===== src/rtl/sdeq_pkg.sv =====
// Package for the searchable double-ended queue.
// Holds the ring depth, derived widths, operation and status codes, and the
// word and control struct types shared by the controller, datapath and top level.
package sdeq_pkg;

    localparam int DEPTH = 16;
    localparam int IDX_W = $clog2(DEPTH);
    localparam int CNT_W = $clog2(DEPTH + 1);
    localparam int KEY_W = 32;
    localparam int POS_W = 4;

    // Operation codes carried in the kind field.
    localparam logic [2:0] KIND_PUSH_FRONT = 3'd0;
    localparam logic [2:0] KIND_PUSH_BACK  = 3'd1;
    localparam logic [2:0] KIND_POP_FRONT  = 3'd2;
    localparam logic [2:0] KIND_POP_BACK   = 3'd3;
    localparam logic [2:0] KIND_LIST       = 3'd4;
    localparam logic [2:0] KIND_SEARCH     = 3'd5;

    typedef enum logic [1:0] {
        ST_OK       = 2'd0,
        ST_EMPTY    = 2'd1,
        ST_FULL     = 2'd2,
        ST_NOTFOUND = 2'd3
    } t_status;

    typedef struct packed {
        logic [2:0]              kind;
        logic signed [KEY_W-1:0] key;
    } t_in_item;

    typedef struct packed {
        t_status                 status;
        logic signed [KEY_W-1:0] value;
        logic [POS_W-1:0]        position;
        logic                    last;
    } t_out_item;

    // Commands from the controller to the datapath.
    typedef struct packed {
        logic    load;
        logic    do_push;
        logic    idx_clr;
        logic    idx_back;
        logic    idx_inc;
        logic    pop_front;
        logic    pop_back;
        logic    emit;
        t_status emit_status;
        logic    emit_data;
        logic    emit_last;
    } t_dp_cmd;

    // Status from the datapath to the controller.
    typedef struct packed {
        logic [2:0] kind;
        logic       empty;
        logic       full;
        logic       idx_last;
        logic       match;
    } t_dp_stat;

endpackage


===== src/rtl/sdeq_ctrl.sv =====
// Controller state machine of the searchable double-ended queue.
// Sequences each operation and drives the datapath through sdeq_pkg::t_dp_cmd.
// Depends on sdeq_pkg.
module sdeq_ctrl (
    input  logic               i_clk,
    input  logic               i_rst_n,
    input  logic               i_start,
    input  sdeq_pkg::t_dp_stat i_stat,
    output logic               o_busy,
    output sdeq_pkg::t_dp_cmd  o_cmd
);

    typedef enum logic [3:0] {
        S_IDLE   = 4'b0001,
        S_DECODE = 4'b0010,
        S_POP    = 4'b0100,
        S_WALK   = 4'b1000
    } t_state;

    t_state r_state;
    t_state n_state;

    always_ff @(posedge i_clk) begin
        if (!i_rst_n) begin
            r_state <= S_IDLE;
        end else begin
            r_state <= n_state;
        end
    end

    always_comb begin
        n_state = r_state;
        o_cmd = '0;
        o_cmd.emit_status = sdeq_pkg::ST_OK;
        o_busy = 1'b1;
        case (r_state)
            S_IDLE: begin
                o_busy = 1'b0;
                if (i_start) begin
                    o_cmd.load = 1'b1;
                    n_state = S_DECODE;
                end
            end
            S_DECODE: begin
                n_state = S_IDLE;
                case (i_stat.kind)
                    sdeq_pkg::KIND_PUSH_FRONT, sdeq_pkg::KIND_PUSH_BACK: begin
                        o_cmd.emit = 1'b1;
                        o_cmd.emit_last = 1'b1;
                        if (i_stat.full) begin
                            o_cmd.emit_status = sdeq_pkg::ST_FULL;
                        end else begin
                            o_cmd.do_push = 1'b1;
                        end
                    end
                    sdeq_pkg::KIND_POP_FRONT, sdeq_pkg::KIND_POP_BACK: begin
                        if (i_stat.empty) begin
                            o_cmd.emit = 1'b1;
                            o_cmd.emit_last = 1'b1;
                            o_cmd.emit_status = sdeq_pkg::ST_EMPTY;
                        end else begin
                            // The index doubles as the read pointer and the position.
                            o_cmd.idx_clr = (i_stat.kind == sdeq_pkg::KIND_POP_FRONT);
                            o_cmd.idx_back = (i_stat.kind == sdeq_pkg::KIND_POP_BACK);
                            n_state = S_POP;
                        end
                    end
                    sdeq_pkg::KIND_LIST, sdeq_pkg::KIND_SEARCH: begin
                        if (i_stat.empty) begin
                            o_cmd.emit = 1'b1;
                            o_cmd.emit_last = 1'b1;
                            o_cmd.emit_status = sdeq_pkg::ST_EMPTY;
                        end else begin
                            o_cmd.idx_clr = 1'b1;
                            n_state = S_WALK;
                        end
                    end
                    default: begin
                        n_state = S_IDLE;
                    end
                endcase
            end
            S_POP: begin
                o_cmd.emit = 1'b1;
                o_cmd.emit_data = 1'b1;
                o_cmd.emit_last = 1'b1;
                o_cmd.pop_front = (i_stat.kind == sdeq_pkg::KIND_POP_FRONT);
                o_cmd.pop_back = (i_stat.kind != sdeq_pkg::KIND_POP_FRONT);
                n_state = S_IDLE;
            end
            S_WALK: begin
                if (i_stat.kind == sdeq_pkg::KIND_LIST) begin
                    o_cmd.emit = 1'b1;
                    o_cmd.emit_data = 1'b1;
                    o_cmd.emit_last = i_stat.idx_last;
                    if (i_stat.idx_last) begin
                        n_state = S_IDLE;
                    end else begin
                        o_cmd.idx_inc = 1'b1;
                    end
                end else if (i_stat.match) begin
                    o_cmd.emit = 1'b1;
                    o_cmd.emit_data = 1'b1;
                    o_cmd.emit_last = 1'b1;
                    n_state = S_IDLE;
                end else if (i_stat.idx_last) begin
                    o_cmd.emit = 1'b1;
                    o_cmd.emit_last = 1'b1;
                    o_cmd.emit_status = sdeq_pkg::ST_NOTFOUND;
                    n_state = S_IDLE;
                end else begin
                    o_cmd.idx_inc = 1'b1;
                end
            end
            default: begin
                n_state = S_IDLE;
            end
        endcase
    end

`ifndef SYNTH
    // An accepted word always makes the block busy on the next cycle.
    a_start_busy: assert property (@(posedge i_clk) disable iff (!i_rst_n)
        (i_start && !o_busy) |=> o_busy)
        else $error("block not busy after an accepted word");

    // The final result of a word returns the controller to idle.
    a_last_idle: assert property (@(posedge i_clk) disable iff (!i_rst_n)
        (o_cmd.emit && o_cmd.emit_last) |=> (r_state == S_IDLE))
        else $error("controller not idle after final result");
`endif

endmodule


===== src/rtl/sdeq_datapath.sv =====
// Datapath of the searchable double-ended queue: key ring memory, front
// pointer, entry count, walk index and the registered result word.
// Depends on sdeq_pkg.
module sdeq_datapath (
    input  logic                i_clk,
    input  logic                i_rst_n,
    input  sdeq_pkg::t_in_item  i_item,
    input  sdeq_pkg::t_dp_cmd   i_cmd,
    output sdeq_pkg::t_dp_stat  o_stat,
    output logic                o_strobe,
    output sdeq_pkg::t_out_item o_result
);

    localparam int IW = sdeq_pkg::IDX_W;
    localparam int CW = sdeq_pkg::CNT_W;

    logic signed [sdeq_pkg::KEY_W-1:0] mem [sdeq_pkg::DEPTH];

    sdeq_pkg::t_in_item  r_item;
    logic [IW-1:0]       r_front;
    logic [CW-1:0]       r_count;
    logic [IW-1:0]       r_idx;
    logic signed [sdeq_pkg::KEY_W-1:0] r_rdata;
    logic                r_strobe;
    sdeq_pkg::t_out_item r_out;

    logic [IW-1:0]       n_idx;
    logic [CW-1:0]       count_m1;
    logic [IW-1:0]       rd_slot;
    logic [IW-1:0]       wr_slot;
    logic [IW-1:0]       front_dec;
    logic [IW-1:0]       front_inc;
    logic [IW+sdeq_pkg::POS_W-1:0] idx_ext;
    logic                full;
    logic                empty;

    // Ring slot of the entry at a given offset from the front.
    function automatic logic [IW-1:0] slot_of(input logic [IW-1:0] base,
                                              input logic [IW-1:0] offs);
        logic [IW:0] s;
        s = {1'b0, base} + {1'b0, offs};
        if (s >= (IW + 1)'(sdeq_pkg::DEPTH)) begin
            s = s - (IW + 1)'(sdeq_pkg::DEPTH);
        end
        return s[IW-1:0];
    endfunction

    assign full = (r_count == CW'(sdeq_pkg::DEPTH));
    assign empty = (r_count == '0);
    assign count_m1 = r_count - CW'(1);
    assign front_dec = (r_front == '0) ? IW'(sdeq_pkg::DEPTH - 1) : r_front - IW'(1);
    assign front_inc = (r_front == IW'(sdeq_pkg::DEPTH - 1)) ? '0 : r_front + IW'(1);

    always_comb begin
        n_idx = r_idx;
        if (i_cmd.idx_clr) begin
            n_idx = '0;
        end else if (i_cmd.idx_back) begin
            n_idx = count_m1[IW-1:0];
        end else if (i_cmd.idx_inc) begin
            n_idx = r_idx + IW'(1);
        end
    end

    assign rd_slot = slot_of(r_front, n_idx);
    assign wr_slot = (r_item.kind == sdeq_pkg::KIND_PUSH_FRONT) ? front_dec
                                                                : slot_of(r_front, r_count[IW-1:0]);
    assign idx_ext = {{sdeq_pkg::POS_W{1'b0}}, r_idx};

    assign o_stat.kind = r_item.kind;
    assign o_stat.empty = empty;
    assign o_stat.full = full;
    assign o_stat.idx_last = (CW'(r_idx) == count_m1);
    assign o_stat.match = (r_rdata == r_item.key);

    // The memory is read every cycle at the slot the next index points to.
    always_ff @(posedge i_clk) begin
        if (i_cmd.do_push) begin
            mem[wr_slot] <= r_item.key;
        end
        r_rdata <= mem[rd_slot];
    end

    always_ff @(posedge i_clk) begin
        if (!i_rst_n) begin
            r_front <= '0;
            r_count <= '0;
            r_strobe <= 1'b0;
        end else begin
            r_strobe <= i_cmd.emit;
            if (i_cmd.do_push) begin
                r_count <= r_count + CW'(1);
                if (r_item.kind == sdeq_pkg::KIND_PUSH_FRONT) begin
                    r_front <= front_dec;
                end
            end else if (i_cmd.pop_front) begin
                r_count <= count_m1;
                r_front <= front_inc;
            end else if (i_cmd.pop_back) begin
                r_count <= count_m1;
            end
        end
    end

    always_ff @(posedge i_clk) begin
        r_idx <= n_idx;
        if (i_cmd.load) begin
            r_item <= i_item;
        end
        if (i_cmd.emit) begin
            r_out.status <= i_cmd.emit_status;
            r_out.value <= i_cmd.emit_data ? r_rdata : '0;
            r_out.position <= i_cmd.emit_data ? idx_ext[sdeq_pkg::POS_W-1:0] : '0;
            r_out.last <= i_cmd.emit_last;
        end
    end

    assign o_strobe = r_strobe;
    assign o_result = r_out;

`ifndef SYNTH
    a_count_range: assert property (@(posedge i_clk) disable iff (!i_rst_n)
        r_count <= CW'(sdeq_pkg::DEPTH))
        else $error("entry count above ring depth");

    a_push_not_full: assert property (@(posedge i_clk) disable iff (!i_rst_n)
        i_cmd.do_push |-> !full)
        else $error("push into a full ring");
`endif

endmodule


===== src/rtl/searchable_double_ended_queue_top.sv =====
// Top level of the searchable double-ended queue.
// Joins the controller (sdeq_ctrl) and the datapath (sdeq_datapath).
// Depends on sdeq_pkg.
//
// Usage: drive i_cmd and raise start; the word is taken at a rising edge
// where start is high and busy is low. busy stays high until the operation
// has issued its final result. Each result word appears on o_result for
// exactly one cycle with o_strobe high; o_result.last marks the final one.
// The receiver cannot stall the block, so it must take every strobed word.
// Sequencing: pushes and empty or full cases give one result from the decode
// state, and the block takes no new word until it is idle again. Pops give
// theirs from a further pop state, since the key ring memory has a registered
// read port. List and search walk the ring one entry per cycle through that
// same read port, up to DEPTH entries. Undefined kind codes give no result
// and free the block.
// Reset (i_rst_n low, synchronous) empties the queue and idles the
// controller; the key memory itself is not cleared.
module searchable_double_ended_queue_top (
    input  logic                i_clk,
    input  logic                i_rst_n,
    input  logic                start,
    input  sdeq_pkg::t_in_item  i_cmd,
    output logic                busy,
    output logic                o_strobe,
    output sdeq_pkg::t_out_item o_result
);

    sdeq_pkg::t_dp_cmd  dp_cmd;
    sdeq_pkg::t_dp_stat dp_stat;

    sdeq_ctrl u_ctrl (
        .i_clk   (i_clk),
        .i_rst_n (i_rst_n),
        .i_start (start),
        .i_stat  (dp_stat),
        .o_busy  (busy),
        .o_cmd   (dp_cmd)
    );

    sdeq_datapath u_datapath (
        .i_clk    (i_clk),
        .i_rst_n  (i_rst_n),
        .i_item   (i_cmd),
        .i_cmd    (dp_cmd),
        .o_stat   (dp_stat),
        .o_strobe (o_strobe),
        .o_result (o_result)
    );

endmodule


===== config.mk =====
export PLATFORM = sky130hd
export DESIGN_NAME = searchable_double_ended_queue_top
export DESIGN_NICKNAME = d
export VERILOG_FILES = /design/src/rtl/sdeq_pkg.sv /design/src/rtl/sdeq_ctrl.sv /design/src/rtl/sdeq_datapath.sv /design/src/rtl/searchable_double_ended_queue_top.sv
export SDC_FILE = /design/constraint.sdc
export NUM_CORES = 1
export LEC_CHECK = 0
export ABC_AREA = 1
export BUFFER_PORTS_ARGS = -buffer_cell sky130_fd_sc_hd__buf_2
export CAP_MARGIN = 20
export CORE_MARGIN = 8
export CORE_UTILIZATION = 45
export DETAILED_ROUTE_END_ITERATION = 7
export GPL_ROUTABILITY_DRIVEN = 1
export GPL_TIMING_DRIVEN = 1
export PLACE_DENSITY = 0.69
export SLEW_MARGIN = 10
export SYNTH_ARGS = -nofsm -noshare
export SYNTH_HDL_FRONTEND = slang
export SYNTH_HIERARCHICAL = 1
export SYNTH_SLANG_ARGS = --single-unit

===== constraint.sdc =====
create_clock -name i_clk -period 5.1 [get_ports i_clk]
set_input_delay 0.51 -clock i_clk [delete_from_list [all_inputs] [get_ports i_clk]]
set_output_delay 0.51 -clock i_clk [all_outputs]
set_load 0.01 [all_outputs]

# Yosys cells after proc, flatten, opt, wreduce, memory -nomap -nowiden

Memory sizes are Yosys's and may differ from the RTL's. A register that Yosys moved wholly into a read port is not among the register bits.
Cells that the tools add are included.

Bits in read-only memories: 0
Logic and storage cells: 106
Bits in writable memories: 512
Register bits: 92
Input port bits: 38
Memories: 1
Output and inout port bits: 41
Bits in latches: 0

Memories:

| name           | depth | bits a word | read ports | clocked after Yosys merged registers in | wr ports | line                | source |
|---|---|---|---|---|---|---|---|
| u_datapath.mem | 16    | 32          | 1          | 1                                       | 1        | sdeq_datapath.sv:17 | `logic signed [sdeq_pkg::KEY_W-1:0] mem [sdeq_pkg::DEPTH];` |

Reductions and logical operators: 10
Add/sub/neg operators: 9
Muxes and demuxes: 57
Shifts and indexed selects: 0
Equal/unequal tests: 16
Multiply operators: 0
Divide/modulo/power cells: 0
Bitwise operators: 0
Order comparisons: 2

Operator list:

| kind                  | number |
|---|---|
| $mux W4               | 16 |
| $eq A32 B32 Y1        | 1 |
| $mux W1               | 19 |
| $mux W5               | 3 |
| $mux W2               | 6 |
| $mux W3               | 4 |
| $pmux W4 S3           | 1 |
| $sub A4 B1 Y4 const B | 3 |
| $add A4 B4 Y5         | 2 |
| $ge A5 B5 Y1 const B  | 2 |
| $add A4 B1 Y4 const B | 2 |
| $eq A4 B4 Y1 const B  | 2 |
| $pmux W4 S2           | 1 |
| $eq A3 B2 Y1 const B  | 2 |
| $eq A3 B3 Y1 const B  | 2 |
| $pmux W1 S2           | 3 |
| $pmux W1 S3           | 2 |
| $pmux W3 S2           | 1 |
| $reduce_or A2 Y1      | 3 |
| $add A5 B1 Y5 const B | 1 |
| $eq A4 B5 Y1          | 1 |
| $eq A5 B5 Y1 const B  | 1 |
| $logic_not A5 Y1      | 1 |
| $sub A5 B1 Y5 const B | 1 |
| other kinds (14)      | 14 |

# Logic depth before layout (Yosys ltp)

Word-level depth: 12
Mapped depth: 25
Gate-level depth less buffers: 24

# Hierarchy

The synthesis kept the hierarchy.

Modules (own cells, without submodules):

| module        | instances | sequential area each (um2) | area each (um2) | cells an instance |
|---|---|---|---|---|
| sdeq_datapath | 1         | 18517.8                    | 25280.5         | 2042 |
| sdeq_ctrl     | 1         | 80.1                       | 476.7           | 84 |

# Worst setup path after synthesis

OpenSTA, ideal clock, no wires.

Path type: flip-flop to flip-flop
Start point: register u_datapath.r_count[1]
End point: register u_datapath/r_rdata[25] in the netlist's numbering, read port of u_datapath.mem
Setup time: 58 ps
Setup slack: 1315 ps
Clock period less this slack: 3785 ps
Arrival: 3726 ps
Cell stages (with the launch flop): 24
Required time: 5042 ps
Buffers on the path: 2
Cell sequence: dfxtp_1 -> inv_1 -> ha_1 -> xor2_1 -> xnor2_1 -> nand2_1 -> nor3_1 -> inv_1 -> nand3_2 -> inv_1 -> or2_2 -> a21oi_1 -> a211oi_1 -> ha_1 -> fa_1 -> inv_2 -> buf_6 -> clkbuf_1 -> o21ai_0 -> o22ai_1 -> nand2_1 -> nand2_1 -> nand3_1 -> nand2_1

RTL lines:

| item                   | line                 | source |
|---|---|---|
| start, declared        | sdeq_datapath.sv:21  | `logic [CW-1:0] r_count;` |
| start signal, assigned | sdeq_datapath.sv:92  | `r_count <= r_count + CW'(1);` |
| start signal, assigned | sdeq_datapath.sv:97  | `r_count <= count_m1;` |
| start signal, assigned | sdeq_datapath.sv:100 | `r_count <= count_m1;` |
| end, declared          | sdeq_datapath.sv:23  | `logic signed [sdeq_pkg::KEY_W-1:0] r_rdata;` |

==> results_dict.tcl <==
set metrics [dict create \
    crit_chain "xnor2_1 -> nand4_1 -> nor3_1 -> nand2_1 -> nor2_1 -> nand2_1 -> nand3_2 -> inv_1 -> nand2_1 -> a21oi_1 -> a211oi_1 -> ha_4 -> fa_2 -> inv_4 -> buf_12 -> buf_4 -> o21ai_0 -> o21ai_1 -> nand2_1 -> nand2_1 -> nand3_1 -> nand2_1" \
    wirelength_um 64000 \
    grt_use_total_pct 19.5 \
    met3_usage_pct 3.04 \
    power_density_nw_per_um2 366 \
    grt_pass1_wl_um 96300 \
    drive_gt1_share_pct 12.7 \
    p_comb_share_pct 3.7 \
    met1_usage_pct 24.9 \
    clockPowerShare_pct 41.6 \
    htreeDepth 2 \
    cts_buffer_depth 3 \
    syn_inst 2126 \
    multiInputGateArea_sq_um 6220 \
    yosys.area.top_type "edfxtp_1" \
    outcome "complete, no violations" \
    place_ws_ns 0.485 \
    synth_fp_nets 2182 \
    worst_pin_slew_ns 1.01 \
    grt_overflow 0 \
    syn2layout_area_growth_pct 13.1 \
    start_util_pct 45.6 \
    die_y_um 255 \
    yosysTopAreaCellShare_pct 68.3 \
    finalSetupViolations 0 \
    hold_slack_ns 0.0582 \
    setup.worst_path.end_class "flop" \
    vias 16700 \
    max-vdd-ir-drop_uv 292 \
    period_share_pct 92.4 \
    async_flop_share_pct 0 \
    relSlewSlack_pct 32.5 \
    core_area_sq_um 56500 \
    leakage_nw 10.7 \
    top_usage_layer "met2" \
    die_area_sq_um 65200 \
    swShare_pct 20.7 \
    clk_pin_slew_ns 0.06 \
    cts.sinks 636 \
    hpwl_um 35200 \
    fmax_mhz 212 \
    n_antenna_cell 0 \
    synth.yosys.warnings 6 \
    final_cell_count_no_fill 3018 \
    setup_tns_ns 0 \
    met2_usage_pct 32.8 \
    synth_area_leaders "edfxtp_1 68%, nand2_1 5.4%, nor2_1 4.7%" \
    synth.distinct_cells 40 \
    vias_per_cell 5.52 \
    synth_flop_cell "edfxtp_1" \
    cts_setup_buffers 0 \
    finalClockSkew_ns 0.0206 \
    place_inst 2905 \
    cp_common_cell "nand2_1" \
    seq_area_sq_um 18600 \
    p_sw_w 0.00221 \
    cts_tree "yes" \
    rows 87 \
    hold_viol 0 \
    hold_path_class "in2reg" \
    drt_iter0_markers 1810 \
    path_max_fanout 49 \
    final_nets 2268 \
    synth_area_sq_um 25800 \
    drv_slew 0 \
    critPathLaunchType "flop" \
    intPower_w 0.00846 \
    crit_arrival_ns 5.28 \
    post-route-cell-area_sq_um 29100 \
    seqPwrFrac_pct 54.7 \
    antenna_found_initial 2 \
    cts_resized 0 \
    rsz0062_at_grt "false" \
    placed_cell_area_sq_um 27100 \
    drcViolationCount 0 \
    first_global_vias 16300 \
    synth_edf_count 586 \
    gp_congestion 0.811 \
    wl_per_cell_um 21.2 \
    synth.most_common_cell "edfxtp_1" \
    path_class "reg2reg" \
    slowest_delay_ns 0.61 \
    fill_cells 4702 \
    syn_area_per_cell_sq_um 12.1 \
    die_x_um 255 \
    max-cap-violations 0 \
    grt_start_max_net_pins 89 \
    port-buffer-count 78 \
    required_ns 5.67 \
    clock_latency_ns 0.63 \
    root_buffer "clkbuf_16" \
    antenna_left 0 \
    whs_path_depth 1 \
    ios 79 \
    synthTopCellsByCount "586 x edfxtp_1, 369 x nand2_1, 322 x nor2_1" \
    synth_seq_cells 636 \
    cpMaxStageDelayCell "edfxtp_1" \
    seq_area_frac_synth_pct 72.2 \
    cts_buffers 60 \
    holdBufCountCts 0 \
    drtPass1Iterations 5 \
    worst_slack_ns 0.387 \
    worstRegToRegCells 22 \
    min_period_ns 4.71 \
]
-- power by group through the flow --
stage          combinational [W]  sequential (W)  clock [W]
2_1_floorplan           0.000240         0.00594          0
3_3_place_gp            0.000379         0.00595          0
3_5_place_dp            0.000390         0.00595          0
4_1_cts                 0.000394         0.00584    0.00452
5_1_grt                 0.000437         0.00585    0.00469
6_report                0.000393         0.00584    0.00444
-- area by class of cell --
| type | count | area share (%) |
|---|---|---|
| clock buffer | 90 | 5.99 |
| multi-input combinational | 1277 | 21.3 |
| inverter | 95 | 1.25 |
| clock inverter | 22 | 0.837 |
| tap | 756 | 3.25 |
| sequential | 636 | 63.8 |
| timing repair buffer | 142 | 3.50 |
-- flip-flops by register name, indices dropped and copies added, names as in the netlist, 3 cells and up --
signal,count
u_datapath/o_result,39
u_datapath/r_front,4
u_datapath/r_rdata,32
u_ctrl/r_state,4
u_datapath/r_count,5
u_datapath/r_item,32
u_datapath/r_idx,4
u_datapath/o_stat,3
u_datapath/mem,512
-- placed cells by master (no fill, tap or decap), types with 5 or more instances in the layout --
cell / count
a21oi_1: 14
buf_12: 12
buf_2: 78
buf_4: 52
clkbuf_1: 18
clkbuf_16: 61
clkbuf_8: 11
clkinv_1: 5
clkinv_2: 11
dfxtp_1: 50
edfxtp_1: 586
ha_1: 15
inv_1: 89
nand2_1: 368
nand3_1: 58
nand4_1: 7
nor2_1: 305
nor2_2: 15
nor2_4: 18
nor3_1: 6
o211ai_1: 6
o21ai_0: 198
o21ai_1: 106
o22ai_1: 98
xnor2_1: 29
xor2_1: 9
-- through the flow --
step	util, %	power (W)
after floorplan	-	0.00618
after global placement	48.0	0.00633
after detailed placement	48.0	0.00634
after CTS	51.5	0.0108
after global routing	51.6	0.0110
final	51.6	0.0107
-- logic make-up after synthesis --
logic type      share of synthesized area, %
buf+inv                                 4.24
fa+ha+maj                              0.933
flops                                   72.2
xor+xnor                                1.33
compound gates                          8.90
simple gates                            12.4
-- worst paths after layout --
kind / from / end / slack, ns
setup / recovery: u_datapath/r_item[11]$_DFFE_PP_ / u_datapath/r_rdata[5]$_DFF_P_ / 0.39
hold / removal: i_cmd[9] / u_datapath/r_item[9]$_DFFE_PP_ / 0.06
setup reg to reg: u_datapath/r_item[11]$_DFFE_PP_ / u_datapath/r_rdata[5]$_DFF_P_ / 0.39
hold reg to reg: u_datapath/r_rdata[25]$_DFF_P_ / u_datapath/o_result[30]$_SDFFCE_PN0P_ / 0.54
-- worst max-delay path: cells and delay by family, from the launching register on --
kind,cells,cell delay (ns)
AOI/OAI and AO/OA,4,0.65
xor gates and xnor gates,1,0.45
adders and majority gates,2,0.72
buffers and inverters,4,0.71
DFF,1,0.61
and+or+nand+nor,11,1.50
-- layer usage --
| layer | wire length (um) | part of all wire, % |
|---|---|---|
| met2 | 31200 | 49 |
| met4 | 2610 | 4.1 |
| met5 | 14 | 0.022 |
| met1 | 24800 | 39 |
| met3 | 5340 | 8.4 |
Note: power is estimated with default switching activity, not from simulation.
